`config.mk`:
```
export PLATFORM = sky130hd
export DESIGN_NAME = scancode_line_assembler
export DESIGN_NICKNAME = d
export VERILOG_FILES = /design/src/sla_pkg.sv /design/src/scancode_line_assembler.sv /design/src/sla_datapath.sv /design/src/sla_control.sv
export SDC_FILE = /design/constraint.sdc
export NUM_CORES = 1
export LEC_CHECK = 0
export CAP_MARGIN = 15
export CORE_MARGIN = 2
export CORE_UTILIZATION = 45
export CTS_BUF_LIST = sky130_fd_sc_hd__clkbuf_4 sky130_fd_sc_hd__clkbuf_8
export DETAILED_ROUTE_END_ITERATION = 10
export DONT_BUFFER_PORTS = 1
export GPL_ROUTABILITY_DRIVEN = 0
export SYNTH_ARGS = -nofsm -noshare
export SYNTH_HDL_FRONTEND = slang
export SYNTH_HIERARCHICAL = 1
export SYNTH_SLANG_ARGS = --single-unit
```
`constraint.sdc`:
```
create_clock -name clk -period 3.05 [get_ports clk]
set_clock_uncertainty 0.05 [all_clocks]
set_input_delay 0.305 -clock clk [delete_from_list [all_inputs] [get_ports clk]]
set_output_delay 0.305 -clock clk [all_outputs]
set_load 0.02 [all_outputs]
```
`src/sla_pkg.sv`:
```
// ----------------------------------------------------------------------------
// sla_pkg
// Shared types, codes and the AZERTY lookup for the scancode line assembler.
// ----------------------------------------------------------------------------
package sla_pkg;

    localparam int DEFAULT_BUFFER_SIZE = 16;

    localparam logic [4:0] EVENT_KEY   = 5'd1;
    localparam logic [1:0] VALUE_PRESS = 2'd1;
    localparam logic [9:0] KEY_END     = 10'h060;
    localparam logic [9:0] KEY_SHIFT   = 10'h02A;
    localparam logic [6:0] UNMAPPED_CHAR = 7'h2D;

    localparam logic [1:0] STATUS_CHAR  = 2'd0;
    localparam logic [1:0] STATUS_EMPTY = 2'd1;
    localparam logic [1:0] STATUS_FULL  = 2'd2;

    typedef enum logic [1:0] {
        KIND_CHAR  = 2'd0,
        KIND_EMPTY = 2'd1,
        KIND_FULL  = 2'd2
    } out_kind_t;

    typedef struct packed {
        logic      set_shift;
        logic      append;
        logic      start_drain;
        logic      advance;
        logic      clear_count;
        logic      load_out;
        out_kind_t kind;
    } sla_cmd_t;

    typedef struct packed {
        logic key_press;
        logic key_end;
        logic key_shift;
        logic key_zero;
        logic count_zero;
        logic count_limit;
        logic out_free;
        logic drain_last;
    } sla_stat_t;

    function automatic logic [6:0] map_plain(input logic [5:0] code);
        logic [6:0] c;
        begin
            c = 7'd0;
            unique case (code)
                6'h02: c = 7'h26;
                6'h04: c = 7'h22;
                6'h06: c = 7'h28;
                6'h07: c = 7'h2D;
                6'h09: c = 7'h5F;
                6'h0C: c = 7'h29;
                6'h10: c = 7'h61;
                6'h11: c = 7'h7A;
                6'h12: c = 7'h65;
                6'h13: c = 7'h72;
                6'h14: c = 7'h74;
                6'h15: c = 7'h79;
                6'h16: c = 7'h75;
                6'h17: c = 7'h69;
                6'h18: c = 7'h6F;
                6'h19: c = 7'h70;
                6'h1E: c = 7'h71;
                6'h1F: c = 7'h73;
                6'h20: c = 7'h64;
                6'h21: c = 7'h66;
                6'h22: c = 7'h67;
                6'h23: c = 7'h68;
                6'h24: c = 7'h6A;
                6'h25: c = 7'h6B;
                6'h26: c = 7'h6C;
                6'h27: c = 7'h6D;
                6'h2C: c = 7'h77;
                6'h2D: c = 7'h78;
                6'h2E: c = 7'h63;
                6'h2F: c = 7'h76;
                6'h30: c = 7'h62;
                6'h31: c = 7'h6E;
                6'h32: c = 7'h2C;
                6'h39: c = 7'h20;
                default: c = 7'd0;
            endcase
            return c;
        end
    endfunction

    function automatic logic [6:0] map_shifted(input logic [5:0] code);
        logic [6:0] c;
        begin
            c = 7'd0;
            unique case (code)
                6'h02: c = 7'h31;
                6'h03: c = 7'h32;
                6'h04: c = 7'h33;
                6'h05: c = 7'h34;
                6'h06: c = 7'h35;
                6'h07: c = 7'h36;
                6'h08: c = 7'h37;
                6'h09: c = 7'h38;
                6'h0A: c = 7'h39;
                6'h0B: c = 7'h30;
                6'h10: c = 7'h41;
                6'h11: c = 7'h5A;
                6'h12: c = 7'h45;
                6'h13: c = 7'h52;
                6'h14: c = 7'h54;
                6'h15: c = 7'h59;
                6'h16: c = 7'h55;
                6'h17: c = 7'h49;
                6'h18: c = 7'h4F;
                6'h19: c = 7'h50;
                6'h1E: c = 7'h51;
                6'h1F: c = 7'h53;
                6'h20: c = 7'h44;
                6'h21: c = 7'h46;
                6'h22: c = 7'h47;
                6'h23: c = 7'h48;
                6'h24: c = 7'h4A;
                6'h25: c = 7'h4B;
                6'h26: c = 7'h4C;
                6'h27: c = 7'h4D;
                6'h2C: c = 7'h57;
                6'h2D: c = 7'h58;
                6'h2E: c = 7'h43;
                6'h2F: c = 7'h56;
                6'h30: c = 7'h42;
                6'h31: c = 7'h4E;
                6'h32: c = 7'h3F;
                default: c = 7'd0;
            endcase
            return c;
        end
    endfunction

endpackage

```
`src/scancode_line_assembler.sv`:
```
// Result path: an empty line end or a full buffer goes through the put state
// to the output register; a line drain reads each character from the
// registered store, then loads it into the output register.
// Throughput: one key word per cycle while no result is due; input is held in
// the put state and for the whole drain, longer while the result side stalls.
// Reset: rst_n clears the state, shift flag, count, drain pointer and out valid.
// ----------------------------------------------------------------------------
// scancode_line_assembler
// Builds text lines from barcode reader key words through an AZERTY table.
// ----------------------------------------------------------------------------
module scancode_line_assembler #(
    parameter int BUFFER_SIZE = sla_pkg::DEFAULT_BUFFER_SIZE
) (
    input  logic       clk,
    input  logic       rst_n,
    input  logic       in_valid,
    output logic       in_ready,
    input  logic [4:0] event_type,
    input  logic [9:0] key_code,
    input  logic [1:0] key_value,
    output logic       out_valid,
    input  logic       out_ready,
    output logic [6:0] char_code,
    output logic [1:0] status,
    output logic       last
);
    import sla_pkg::*;

    sla_cmd_t  cmd;
    sla_stat_t stat;

    sla_control u_control (
        .clk      (clk),
        .rst_n    (rst_n),
        .in_valid (in_valid),
        .in_ready (in_ready),
        .stat     (stat),
        .cmd      (cmd)
    );

    sla_datapath #(
        .BUFFER_SIZE (BUFFER_SIZE)
    ) u_datapath (
        .clk        (clk),
        .rst_n      (rst_n),
        .event_type (event_type),
        .key_code   (key_code),
        .key_value  (key_value),
        .cmd        (cmd),
        .stat       (stat),
        .out_valid  (out_valid),
        .out_ready  (out_ready),
        .char_code  (char_code),
        .status     (status),
        .last       (last)
    );

endmodule

```
`src/sla_datapath.sv`:
```
// ----------------------------------------------------------------------------
// sla_datapath
// Key decode, shift flag, line store, drain pointer and output register.
// ----------------------------------------------------------------------------
module sla_datapath #(
    parameter int BUFFER_SIZE = sla_pkg::DEFAULT_BUFFER_SIZE
) (
    input  logic               clk,
    input  logic               rst_n,
    input  logic [4:0]         event_type,
    input  logic [9:0]         key_code,
    input  logic [1:0]         key_value,
    input  sla_pkg::sla_cmd_t  cmd,
    output sla_pkg::sla_stat_t stat,
    output logic               out_valid,
    input  logic               out_ready,
    output logic [6:0]         char_code,
    output logic [1:0]         status,
    output logic               last
);
    import sla_pkg::*;

    localparam int DEPTH = BUFFER_SIZE - 1;
    localparam int CW    = $clog2(DEPTH);
    localparam logic [CW-1:0] LIMIT = CW'(BUFFER_SIZE - 2);

    logic [6:0]    mem [DEPTH];
    logic [6:0]    rd_data_reg;
    logic          shift_reg;
    logic [CW-1:0] count_reg;
    logic [CW-1:0] idx_reg;
    logic          out_valid_reg;
    logic [6:0]    char_reg;
    logic [1:0]    status_reg;
    logic          last_reg;
    logic [6:0]    mapped;
    logic [6:0]    new_char;
    logic          drain_last;

    always_comb
    begin
        mapped = 7'd0;
        if (key_code[9:6] == 4'd0)
        begin
            mapped = shift_reg ? map_shifted(key_code[5:0]) : map_plain(key_code[5:0]);
        end
        new_char = (mapped == 7'd0) ? UNMAPPED_CHAR : mapped;
    end

    assign drain_last = (CW'(idx_reg + CW'(1)) == count_reg);

    assign stat.key_press   = (event_type == EVENT_KEY) && (key_value == VALUE_PRESS);
    assign stat.key_end     = (key_code == KEY_END);
    assign stat.key_shift   = (key_code == KEY_SHIFT);
    assign stat.key_zero    = (key_code == 10'd0);
    assign stat.count_zero  = (count_reg == '0);
    assign stat.count_limit = (count_reg == LIMIT);
    assign stat.out_free    = !out_valid_reg || out_ready;
    assign stat.drain_last  = drain_last;

    // line store
    always_ff @(posedge clk)
    begin
        if (cmd.append)
        begin
            mem[count_reg] <= new_char;
        end
        rd_data_reg <= mem[idx_reg];
    end

    always_ff @(posedge clk or negedge rst_n)
    begin
        if (!rst_n)
        begin
            shift_reg <= 1'b0;
            count_reg <= '0;
            idx_reg   <= '0;
        end
        else
        begin
            if (cmd.set_shift)
            begin
                shift_reg <= 1'b1;
            end
            else if (cmd.append)
            begin
                shift_reg <= 1'b0;
            end

            if (cmd.clear_count)
            begin
                count_reg <= '0;
            end
            else if (cmd.append)
            begin
                count_reg <= (count_reg == LIMIT) ? '0 : CW'(count_reg + CW'(1));
            end

            if (cmd.start_drain)
            begin
                idx_reg <= '0;
            end
            else if (cmd.advance)
            begin
                idx_reg <= CW'(idx_reg + CW'(1));
            end
        end
    end

    // output register
    always_ff @(posedge clk or negedge rst_n)
    begin
        if (!rst_n)
        begin
            out_valid_reg <= 1'b0;
        end
        else if (cmd.load_out)
        begin
            out_valid_reg <= 1'b1;
        end
        else if (out_ready)
        begin
            out_valid_reg <= 1'b0;
        end
    end

    always_ff @(posedge clk)
    begin
        if (cmd.load_out)
        begin
            unique case (cmd.kind)
                KIND_CHAR:
                begin
                    char_reg   <= rd_data_reg;
                    status_reg <= STATUS_CHAR;
                    last_reg   <= drain_last;
                end
                KIND_EMPTY:
                begin
                    char_reg   <= 7'd0;
                    status_reg <= STATUS_EMPTY;
                    last_reg   <= 1'b1;
                end
                KIND_FULL:
                begin
                    char_reg   <= 7'd0;
                    status_reg <= STATUS_FULL;
                    last_reg   <= 1'b1;
                end
                default:
                begin
                    char_reg   <= 7'd0;
                    status_reg <= STATUS_FULL;
                    last_reg   <= 1'b1;
                end
            endcase
        end
    end

    assign out_valid = out_valid_reg;
    assign char_code = char_reg;
    assign status    = status_reg;
    assign last      = last_reg;

endmodule

```
`src/sla_control.sv`:
```
// ----------------------------------------------------------------------------
// sla_control
// Sequencer: classifies each accepted word and steps the line drain.
// ----------------------------------------------------------------------------
module sla_control (
    input  logic               clk,
    input  logic               rst_n,
    input  logic               in_valid,
    output logic               in_ready,
    input  sla_pkg::sla_stat_t stat,
    output sla_pkg::sla_cmd_t  cmd
);
    import sla_pkg::*;

    typedef enum logic [1:0] {
        S_IDLE,
        S_PUT,
        S_READ,
        S_EMIT
    } state_t;

    state_t    state_reg;
    state_t    state_next;
    out_kind_t kind_reg;
    out_kind_t kind_next;

    assign in_ready = (state_reg == S_IDLE);

    always_comb
    begin
        state_next      = state_reg;
        kind_next       = kind_reg;
        cmd.set_shift   = 1'b0;
        cmd.append      = 1'b0;
        cmd.start_drain = 1'b0;
        cmd.advance     = 1'b0;
        cmd.clear_count = 1'b0;
        cmd.load_out    = 1'b0;
        cmd.kind        = KIND_CHAR;
        unique case (state_reg)
            S_IDLE:
            begin
                if (in_valid && stat.key_press)
                begin
                    priority if (stat.key_end)
                    begin
                        if (stat.count_zero)
                        begin
                            kind_next  = KIND_EMPTY;
                            state_next = S_PUT;
                        end
                        else
                        begin
                            cmd.start_drain = 1'b1;
                            state_next      = S_READ;
                        end
                    end
                    else if (stat.key_zero)
                    begin
                        state_next = S_IDLE;
                    end
                    else if (stat.key_shift)
                    begin
                        cmd.set_shift = 1'b1;
                    end
                    else
                    begin
                        cmd.append = 1'b1;
                        if (stat.count_limit)
                        begin
                            kind_next  = KIND_FULL;
                            state_next = S_PUT;
                        end
                    end
                end
            end
            S_PUT:
            begin
                if (stat.out_free)
                begin
                    cmd.load_out = 1'b1;
                    cmd.kind     = kind_reg;
                    state_next   = S_IDLE;
                end
            end
            S_READ:
            begin
                state_next = S_EMIT;
            end
            S_EMIT:
            begin
                if (stat.out_free)
                begin
                    cmd.load_out = 1'b1;
                    cmd.kind     = KIND_CHAR;
                    if (stat.drain_last)
                    begin
                        cmd.clear_count = 1'b1;
                        state_next      = S_IDLE;
                    end
                    else
                    begin
                        cmd.advance = 1'b1;
                        state_next  = S_READ;
                    end
                end
            end
            default:
            begin
                state_next = S_IDLE;
            end
        endcase
    end

    always_ff @(posedge clk or negedge rst_n)
    begin
        if (!rst_n)
        begin
            state_reg <= S_IDLE;
            kind_reg  <= KIND_CHAR;
        end
        else
        begin
            state_reg <= state_next;
            kind_reg  <= kind_next;
        end
    end

endmodule

```
==> results of run 1 <==
-- kinds of logic (layout without fill, tap and decap cells) --
| family | Yosys count | after routing | synth area share |
|---|---|---|---|
| xor+xnor | 7 | 7 | 0.009325 |
| buf+inv | 41 | 72 | 0.04167 |
| compound gates | 95 | 95 | 0.1039 |
| fa+ha+maj | 12 | 12 | 0.02283 |
| mux | 40 | 40 | 0.09210 |
| flops | 136 | 136 | 0.5998 |
| simple gates | 163 | 163 | 0.1304 |
-- worst max-delay path: stages --
cell      delay, ns
or4b_2         0.67
nor4b_1        0.38
and4bb_2       0.30
nand2_1        0.06
nor2_1         0.15
buf_4          0.16
nand2_1        0.06
or2_1          0.34
nor3_2         0.14
buf_4          0.19
-- power groups by stage --
stage	Combinational, uW	Sequential [uW]	Clock [uW]
2_1_floorplan	129	2050	0
3_3_place_gp	136	2060	0
3_5_place_dp	138	2060	0
4_1_cts	143	2020	1550
5_1_grt	159	2020	1640
6_report	145	2020	1530
-- Yosys cell counts (all sizes together) (4+ instances only) --
master  number
edfxtp     115
nor2        47
nand2       28
o21ai       23
clkbuf      20
a21oi       15
mux4        15
dfrtp       14
mux2        14
nand3       14
ha          12
nor3        12
buf         11
mux2i       11
nand2b      10
and2         9
inv          9
nor2b        9
o22ai        9
a22oi        8
dfxtp        7
o211ai       5
a31o         4
a31oi        4
and3         4
nand3b       4
nor3b        4
nor4         4
xnor2        4
-- timing repair --
item	CTS	global route
setup endpoints to repair	0	0
hold buffers	1	0
endpoints found under the hold margin	14	0
-- layout make-up --
cell class | instances | area (um2)
Sequential cell | 136 | 3945
Inverter | 10 | 37.54
Clock buffer | 23 | 291.5
Multi-Input combinational cell | 317 | 2370
Clock inverter | 9 | 125.1
Fill cell | 1253 | 7197
Tap cell | 184 | 230.2
Timing Repair Buffer | 30 | 227.7
-- per-layer routing --
metal,vias to the layer above,part of all wire,GRT usage
met3,17,0.039,0.03952
li1,1930,-,-
met5,-,0,0
met2,114,0.50,0.3054
met4,0,0.011,0.05294
met1,2058,0.45,0.2602
-- how the worst max path moves through the flow --
| stage | endpoint | slack (ns) | cells past startpoint |
|---|---|---|---|
| 2_1_floorplan | u_datapath/mem[12][0]$_DFFE_PP_ | -0.07 | 8 |
| 3_3_place_gp | u_datapath/mem[1][5]$_DFFE_PP_ | 0.06 | 10 |
| 3_5_place_dp | u_datapath/mem[1][2]$_DFFE_PP_ | -0.02 | 10 |
| 4_1_cts | u_datapath/mem[1][3]$_DFFE_PP_ | 0.44 | 10 |
| 5_1_grt | u_datapath/mem[5][0]$_DFFE_PP_ | 0.24 | 10 |
| 6_report | u_datapath/mem[1][3]$_DFFE_PP_ | 0.38 | 10 |
-- per-stage QoR --
step | area (um2) | setup WS, ns | setup TNS [ns] | total power (uW) | hold WS (ns)
finish | 7227 | 0.3772 | 0 | 3693 | 0.06174
floorplan | 6588 | -0.07076 | -1.394 | 2183 | -0.04059
detailed placement | 6800 | -0.02410 | -0.3223 | 2198 | -0.04030
global placement | 6800 | 0.06306 | 0 | 2195 | -0.04028
global route | 7227 | 0.2393 | 0 | 3813 | 0.08342
CTS | 7227 | 0.4444 | 0 | 3716 | 0.03621
==> summary.md, run 1 <==
| Metric | Value |
|---|---|
| Status | finished clean |
| Wirelength per Cell | roughly 20 um |
| Fin. max-slew vios | 0 |
| Slew HR | 0.5071 |
| Synth cell types | 73 |
| Least-Margin Pin Slew | roughly 0.74 ns |
| Register area share after synthesis | 0.5998 |
| Vias in the first global route | a little over 4k |
| Reg2Reg Depth | 6 |
| Critical path class | in -> reg |
| Switching share of power | 0.2008 |
| HPWL Detailed | 9.748 mm |
| Post_cts resized | 0 |
| Core ar. | between 0.01 and 0.015 mm2 |
| CP Data Arrival Time | approximately 2.8 ns |
| RR Endpoint | u_datapath/mem[10][5]$_DFFE_PP_ |
| Crit end category | flop |
| Max-capacitance violation count | 0 |
| I/O pin count | 33 |
| Leading cell type in the layout, fill and taps excluded | edfxtp_1 |
| Starting Density | 0.4558 |
| CP required | roughly 3.1 ns |
| Cells after Synth | 494 |
| Nets | ~550 |
| Drt total wl | 14.38 mm |
| Initial antenna violation count | 0 |
| Max clock buf depth | 2 |
| Post-Syn Nets | roughly 530 |
| Die W | 124.9 um |
| Mapped Area | around 0.0066 mm2 |
| Die Area | between 0.015 and 0.02 mm2 |
| Utilization after layout | 0.5010 |
| Tmin final | between 2 and 3 ns |
| All-Layer GR Usage | 0.1887 |
| Sequential Power Share | 0.547 |
| Period utilization | 0.8763 |
| R2R setup slack | ~0.43 ns |
| Yosys top cell area share | 0.5252 |
| Total grt overflow | 0 |
| Syn-to-layout area delta | 9.914% |
| Synth top area cells | edfxtp_1 53%, dfrtp_1 5.3%, mux4_2 5.1% |
| Crit path max fanout | 7 |
| TritonCTS buffer count | 17 |
| Postcts setup bufs | 0 |
| Ant diodes | 0 |
| Psw | roughly 740 uW |
| CTS root buffer | clkbuf_8 |
| Finish-stage setup viols | 0 |
| RSZ-0062 raised after global routing | no |
| Ys Warns | 6 |
| Hold crit path type | in -> reg |
| Max FFs per register | about 110 |
| PwrDens | just over 500 mW/mm2 |
| Hold path depth | 2 |
| Clk pin slew, worst setup/hold paths | about 0.080 ns |
| 1st-pass router iterations | 5 |
| Nature of the critical path startpoint | input port |
| CTS Sinks | ~140 |
| Proportion of layout cells with a drive suffix above 1 | 0.2114 |
| Ys async rst share | 0.1029 |
| Most frequent cells in the layout | 115 x edfxtp_1, 45 x nor2_1, 29 x buf_4 |
| Comb pwr share | 0.039 |
| Worst-Skew Late Latency | 0.43 ns |
| CTS tree | built |
| Placed instance count | between 600 and 700 |
| Min-delay src | out_ready |
| RR Startpoint | u_datapath/shift_reg$_DFFE_PN0P_ |
| Via count | around 4k |
| P_leak | 0.002438 uW |
| Post-route DRC | 0 |
| Final hold violation count | 0 |
| Worst hold endpoint | u_datapath/out_valid$_DFFE_PN0P_ |
| Vias/cell | slightly below 6 |
| Final std cells w/o fill | roughly 710 |
| Initial DRC count | 385 |
| Mean Syn Cell Area | ~13 um2 |
| F_max | between 300 and 400 MHz |
| FP Rows | 44 |
| Most used flip-flop cell after synthesis | edfxtp_1 |
| # port buffers | 0 |
| P_int | a little under 3000 uW |
| H-tree depth | 4 |
| #FFs+latches synth | around 140 |
| Post-synth EDFFs | ~120 |
| Area leader, netlist | edfxtp_1 |
| Crit path from | event_type[2] |
| Maximum vdd drop | ~0.24 mV |
| Pin count of the biggest net entering global routing | 31 |
| Clock network fraction of design power | 0.414 |
| First-pass GRT wire length | approximately 23 mm |
| Die H | 124.9 um |
| Antenna Nets Post-Route | 0 |
Note: power is estimated with default switching activity, not from simulation.
==> run 2: changes to the inputs <==
- PLACE_DENSITY: not set -> 0.59
==> summary.md, run 2 (synthesis results as in run 1) <==
| Metric | Value |
|---|---|
| Status | finished clean |
| Crit path from | event_type[2] |
| Crit path cell chain | or4b_2 > nor4b_1 > and4bb_2 > nand2_1 > nor2_1 > buf_4 > nand2_1 > or2_1 > nor2_1 > buf_4 |
| Hold crit path type | in -> reg |
| PwrDens | 510.0 mW/mm2 (-0.18%) |
| Initial antenna violation count | 0 (unchanged) |
| First-pass GRT wire length | 22.14 mm (-2.0%) |
| Max-capacitance violation count | 0 (unchanged) |
| Worst-Skew Late Latency | 0.42 ns (about the same) |
| Post_cts resized | 0 (unchanged) |
| Reg2Reg Depth | 6 (unchanged) |
| FP Rows | 44 (unchanged) |
| Initial DRC count | 366 (-4.9%) |
| CP Data Arrival Time | 2.72 ns (-0.04 ns) |
| Post-route cell area | 0.007208 mm2 (-0.26%) |
| Final hold violation count | 0 (unchanged) |
| I/O pin count | 33 (unchanged) |
| R2R setup slack | 0.47 ns (+0.04 ns) |
| P_leak | 0.002411 uW (-1.1%) |
| Via count | 4024 (-2.3%) |
| H-tree depth | 4 (unchanged) |
| Total grt overflow | 0 (unchanged) |
| Crit end category | flop |
| Pin count of the biggest net entering global routing | 36 (+16%) |
| # port buffers | 0 (unchanged) |
| RR Startpoint | u_datapath/shift_reg$_DFFE_PN0P_ |
| Antenna Nets Post-Route | 0 (unchanged) |
| Critical Path Slowest Stage Cell | or4b_2 |
| Critical path class | in -> reg |
| Nature of the critical path startpoint | input port |
| RR Endpoint | u_datapath/mem[6][5]$_DFFE_PP_ |
| CTS root buffer | clkbuf_8 |
| Die Area | 0.01559 mm2 (unchanged) |
| Utilization after layout | 0.4997 (-0.001301) |
| Tmin final | 2.630 ns (-0.04244 ns) |
| Fin. max-slew vios | 0 (unchanged) |
| Maximum vdd drop | 0.2426 mV (+0.87%) |
| CTS tree | built |
| Fin Hold WS | 0.05225 ns (-0.009493 ns) |
| Slew HR | 0.4939 (-0.01317) |
| Vias/cell | 5.692 (-2.0%) |
| CP required | 3.14 ns (about the same) |
| Max clock buf depth | 2 (unchanged) |
| Nets | 543 (-0.37%) |
| Period utilization | 0.8624 (-0.01392) |
| Die H | 124.9 um (unchanged) |
| TritonCTS buffer count | 17 (unchanged) |
| Least-Margin Pin Slew | 0.7522 ns (+0.01282 ns) |
| 1st-pass router iterations | 5 (unchanged) |
| Leading cell type in the layout, fill and taps excluded | edfxtp_1 |
| Critical path endpoint | u_datapath/mem[5][2]$_DFFE_PP_ |
| Most frequent cells in the layout | 115 x edfxtp_1, 45 x nor2_1, 27 x nand2_1, 27 x buf_4, 22 x o21ai_0 |
| HPWL Detailed | 9.666 mm (-0.85%) |
| F_max | 380.2 MHz (+1.6%) |
| Core ar. | 0.01442 mm2 (unchanged) |
| Post-CTS Hold Buffers | 1 (unchanged) |
| Finish-stage setup viols | 0 (unchanged) |
| CTS Sinks | 136 (unchanged) |
| Max incr delay on CP | 0.65 ns (-0.02 ns) |
| Crit path max fanout | 7 (unchanged) |
| Max FFs per register | 105 (unchanged) |
| Ant diodes | 0 (unchanged) |
| Placed inst area | 0.006785 mm2 (-0.22%) |
| Die W | 124.9 um (unchanged) |
| Postcts setup bufs | 0 (unchanged) |
| Post-route DRC | 0 (unchanged) |
| Vias in the first global route | 3906 (-3.8%) |
| Clk pin slew, worst setup/hold paths | 0.08 ns (about the same) |
| Proportion of layout cells with a drive suffix above 1 | 0.2084 (-0.003016) |
| Drt total wl | 14.20 mm (-1.2%) |
| Wirelength per Cell | 20.09 um (-0.97%) |
| Starting Density | 0.4558 (unchanged) |
| All-Layer GR Usage | 0.1857 (-0.002944) |
| RSZ-0062 raised after global routing | no |
| Syn-to-layout area delta | 9.629% |
-- run 2: through the flow --
stage / TNS, ns / cells / total power [uW] / setup slack [ns]
after floorplan: -1.394 / 494 / 2183 / -0.07076
after global placement: -0.03790 / 674 / 2197 / -0.005554
after detailed placement: -0.3067 / 674 / 2199 / -0.03070
after CTS: 0 / 707 / 3706 / 0.4284
after global routing: 0 / 707 / 3794 / 0.1541
final: 0 / 707 / 3676 / 0.4196
-- run 2: worst min-delay path by stage --
stage | start | endpoint | slack (ns) | cells after the start
floorplan | rst_n | u_control/kind_reg[0]$_DFFE_PN0P_ | -0.04 | 0
global placement | rst_n | u_control/kind_reg[1]$_DFFE_PN0P_ | -0.04 | 0
detailed placement | rst_n | u_control/kind_reg[1]$_DFFE_PN0P_ | -0.04 | 0
CTS | out_ready | u_datapath/out_valid$_DFFE_PN0P_ | 0.03 | 2
global route | out_ready | u_datapath/out_valid$_DFFE_PN0P_ | 0.06 | 2
finish | out_ready | u_datapath/out_valid$_DFFE_PN0P_ | 0.05 | 2
-- run 2: report_power, final --
group / switching [uW] / total [uW] / leakage, uW / internal [uW]
registers: 6.54 / 2020 / 0.00128 / 2010
clock network: 689 / 1510 / 0.000199 / 824
logic: 90.4 / 146 / 0.000936 / 55.3
-- run 2: area by class of cell --
class	instances	area, um2
Inverter	10	37.54
Clock inverter	14	171.4
Timing Repair Buffer	28	212.7
Fill cell	1249	7216
Multi-Input combinational cell	317	2370
Sequential cell	136	3945
Tap cell	184	230.2
Clock buffer	18	241.5
-- run 2: per-layer routing --
metal  share of wire  track usage
met5               0            0
met4           0.011      0.05229
met3           0.059      0.03694
met2            0.48       0.2967
met1            0.45       0.2610
-- run 2: critical path: cells and delay by family --
kind	cells	cell delay, ns
and+or+nand+nor	8	2.08
buffers and inverters	2	0.33
==> run 3: changes to the inputs <==
--- a/constraint.sdc
+++ b/constraint.sdc
@@ -4,2 +4,2 @@
 set_output_delay 0.305 -clock clk [all_outputs]
-set_load 0.02 [all_outputs]
+set_load 0.1 [all_outputs]
==> summary.md, run 3 (synthesis results as in run 1) <==
| Metric | Value |
|---|---|
| Status | finished clean |
| Post-route cell area | 0.007251 mm2 (+0.59%) |
| CP Data Arrival Time | 2.81 ns (+0.09 ns) |
| Starting Density | 0.4558 (unchanged) |
| Fin Hold WS | 0.03821 ns (-0.01404 ns) |
| Crit path cell chain | or4b_2 > nor4b_1 > and4bb_2 > nand2_1 > nor2_1 > buf_4 > nand2_1 > or2_1 > nor2_1 > buf_4 |
| CP required | 3.15 ns (about the same) |
| FP Rows | 44 (unchanged) |
| Crit path from | event_type[2] |
| I/O pin count | 33 (unchanged) |
| Final hold violation count | 0 (unchanged) |
| Placed inst area | 0.006803 mm2 (+0.26%) |
| Max clock buf depth | 2 (unchanged) |
| RR Startpoint | u_datapath/shift_reg$_DFFE_PN0P_ |
| Utilization after layout | 0.5027 (+0.002949) |
| Initial DRC count | 416 (+14%) |
| Max incr delay on CP | 0.65 ns (about the same) |
| Family with the most delay on the worst path | simple AND/OR/NAND/NOR gates |
| RSZ-0062 raised after global routing | no |
| Max FFs per register | 105 (unchanged) |
| Vias/cell | 5.821 (+2.3%) |
| Ant diodes | 0 (unchanged) |
| Reg2Reg Depth | 6 (unchanged) |
| PwrDens | 520.1 mW/mm2 (+2.0%) |
| Syn-to-layout area delta | 10.28% |
| Nature of the critical path startpoint | input port |
| Final Worst Setup Slack | 0.3434 ns (-0.07624 ns) |
| Pre-CTS setup slack | -0.1075 ns (-0.07681 ns) |
| Pin count of the biggest net entering global routing | 36 (unchanged) |
| CTS Sinks | 136 (unchanged) |
| Clock network fraction of design power | 0.426 (+0.015) |
| P_int | 2973 uW (+2.8%) |
| Max-capacitance violation count | 0 (unchanged) |
| Die W | 124.9 um (unchanged) |
| HPWL Detailed | 9.877 mm (+2.2%) |
| Worst-Skew Late Latency | 0.44 ns (+0.02 ns) |
| Drt total wl | 14.57 mm (+2.6%) |
| R2R setup slack | 0.48 ns (about the same) |
| CTS tree | built |
| Core ar. | 0.01442 mm2 (unchanged) |
| Fin. max-slew vios | 0 (unchanged) |
| Switching share of power | 0.2116 (-0.002090) |
| Finish-stage setup viols | 0 (unchanged) |
| Power, Total | 3771 uW (+2.6%) |
| All-Layer GR Usage | 0.1934 (+0.007700) |
| Comb pwr share | 0.039 (about the same) |
| Hold crit path type | in -> reg |
| Total grt overflow | 0 (unchanged) |
| Post_cts resized | 0 (unchanged) |
| Wirelength per Cell | 20.54 um (+2.3%) |
| RR Endpoint | u_datapath/mem[6][5]$_DFFE_PP_ |
| Buf+Inv Stages, Crit Path | 2 (unchanged) |
| Stages on worst setup path | 10 (unchanged) |
| H-tree depth | 4 (unchanged) |
| Slew HR | 0.4032 (-0.09066) |
| Maximum vdd drop | 0.2635 mV (+8.6%) |
| P_leak | 0.002437 uW (+1.0%) |
| Psw | 798.1 uW (+1.6%) |
| Critical Path Slowest Stage Cell | or4b_2 |
| Via count | 4127 (+2.6%) |
| Critical path class | in -> reg |
| Crit path max fanout | 7 (unchanged) |
| 1st-pass router iterations | 5 (unchanged) |
| # port buffers | 0 (unchanged) |
| Initial antenna violation count | 0 (unchanged) |
| Vias in the first global route | 4020 (+2.9%) |
| Clk pin slew, worst setup/hold paths | 0.08 ns (about the same) |
| TritonCTS buffer count | 17 (unchanged) |
| F_max | 369.5 MHz (-2.8%) |
| CTS root buffer | clkbuf_8 |
| Period utilization | 0.8874 (+0.02500) |
| Sequential Power Share | 0.535 (-0.014) |
| Die H | 124.9 um (unchanged) |
| Nets | 545 (+0.37%) |
| Post-route DRC | 0 (unchanged) |
| Die Area | 0.01559 mm2 (unchanged) |
| Antenna Nets Post-Route | 0 (unchanged) |
| Tmin final | 2.707 ns (+0.07624 ns) |
| Critical path endpoint | u_datapath/mem[5][0]$_DFFE_PP_ |
| Crit end category | flop |
| Most frequent cells in the layout | 115 x edfxtp_1, 44 x nor2_1, 29 x buf_4 |
| Proportion of layout cells with a drive suffix above 1 | 0.2152 (+0.006825) |
| Leading cell type in the layout, fill and taps excluded | edfxtp_1 |
| First-pass GRT wire length | 22.99 mm (+3.8%) |
| Least-Margin Pin Slew | 0.8970 ns (+0.1448 ns) |
[run 3: cell type report]
type / instances / area, um2
clock buffer: 18 / 241.5
clock inverter: 14 / 196.4
fill: 1229 / 7173
inverter: 10 / 37.54
multi-input combinational: 317 / 2372
sequential: 136 / 3945
tap: 184 / 230.2
timing repair buffer: 30 / 227.7
[run 3: metal layers]
| metal | part of all wire | GRT usage | vias up |
|---|---|---|---|
| li1 | - | - | 1930 |
| met1 | 0.46 | 0.2679 | 2060 |
| met2 | 0.48 | 0.3050 | 119 |
| met3 | 0.048 | 0.04553 | 18 |
| met4 | 0.015 | 0.06013 | 0 |
| met5 | 0 | 0 | - |
[run 3: what timing repair did]
| item | CTS | global route |
|---|---|---|
| setup buffers | 0 | 0 |
| endpoints found under the hold margin | 14 | 0 |
| hold buffers | 1 | 0 |
[run 3: per-stage QoR]
stage          TNS (ns)  cells
2_1_floorplan    -1.394    494
3_3_place_gp     -1.566    676
3_5_place_dp     -4.044    676
4_1_cts               0    709
5_1_grt               0    709
6_report              0    709
[run 3: power groups by stage]
stage               Combinational [uW]  Clock (uW)  Sequential (uW)
global placement                   138           0             2060
finish                             148        1600             2020
detailed placement                 141           0             2060
floorplan                          129           0             2050
global route                       161        1720             2020
CTS                                147        1630             2020
[run 3: worst min path at each step]
stage               from                                 to  slack [ns]  cells past startpoint
2_1_floorplan      rst_n  u_control/kind_reg[0]$_DFFE_PN0P_       -0.04                      0
3_3_place_gp       rst_n  u_control/kind_reg[1]$_DFFE_PN0P_       -0.04                      0
3_5_place_dp       rst_n  u_control/kind_reg[1]$_DFFE_PN0P_       -0.04                      0
4_1_cts        out_ready   u_datapath/out_valid$_DFFE_PN0P_        0.02                      2
5_1_grt        out_ready   u_datapath/out_valid$_DFFE_PN0P_        0.04                      2
6_report       out_ready   u_datapath/out_valid$_DFFE_PN0P_        0.04                      2
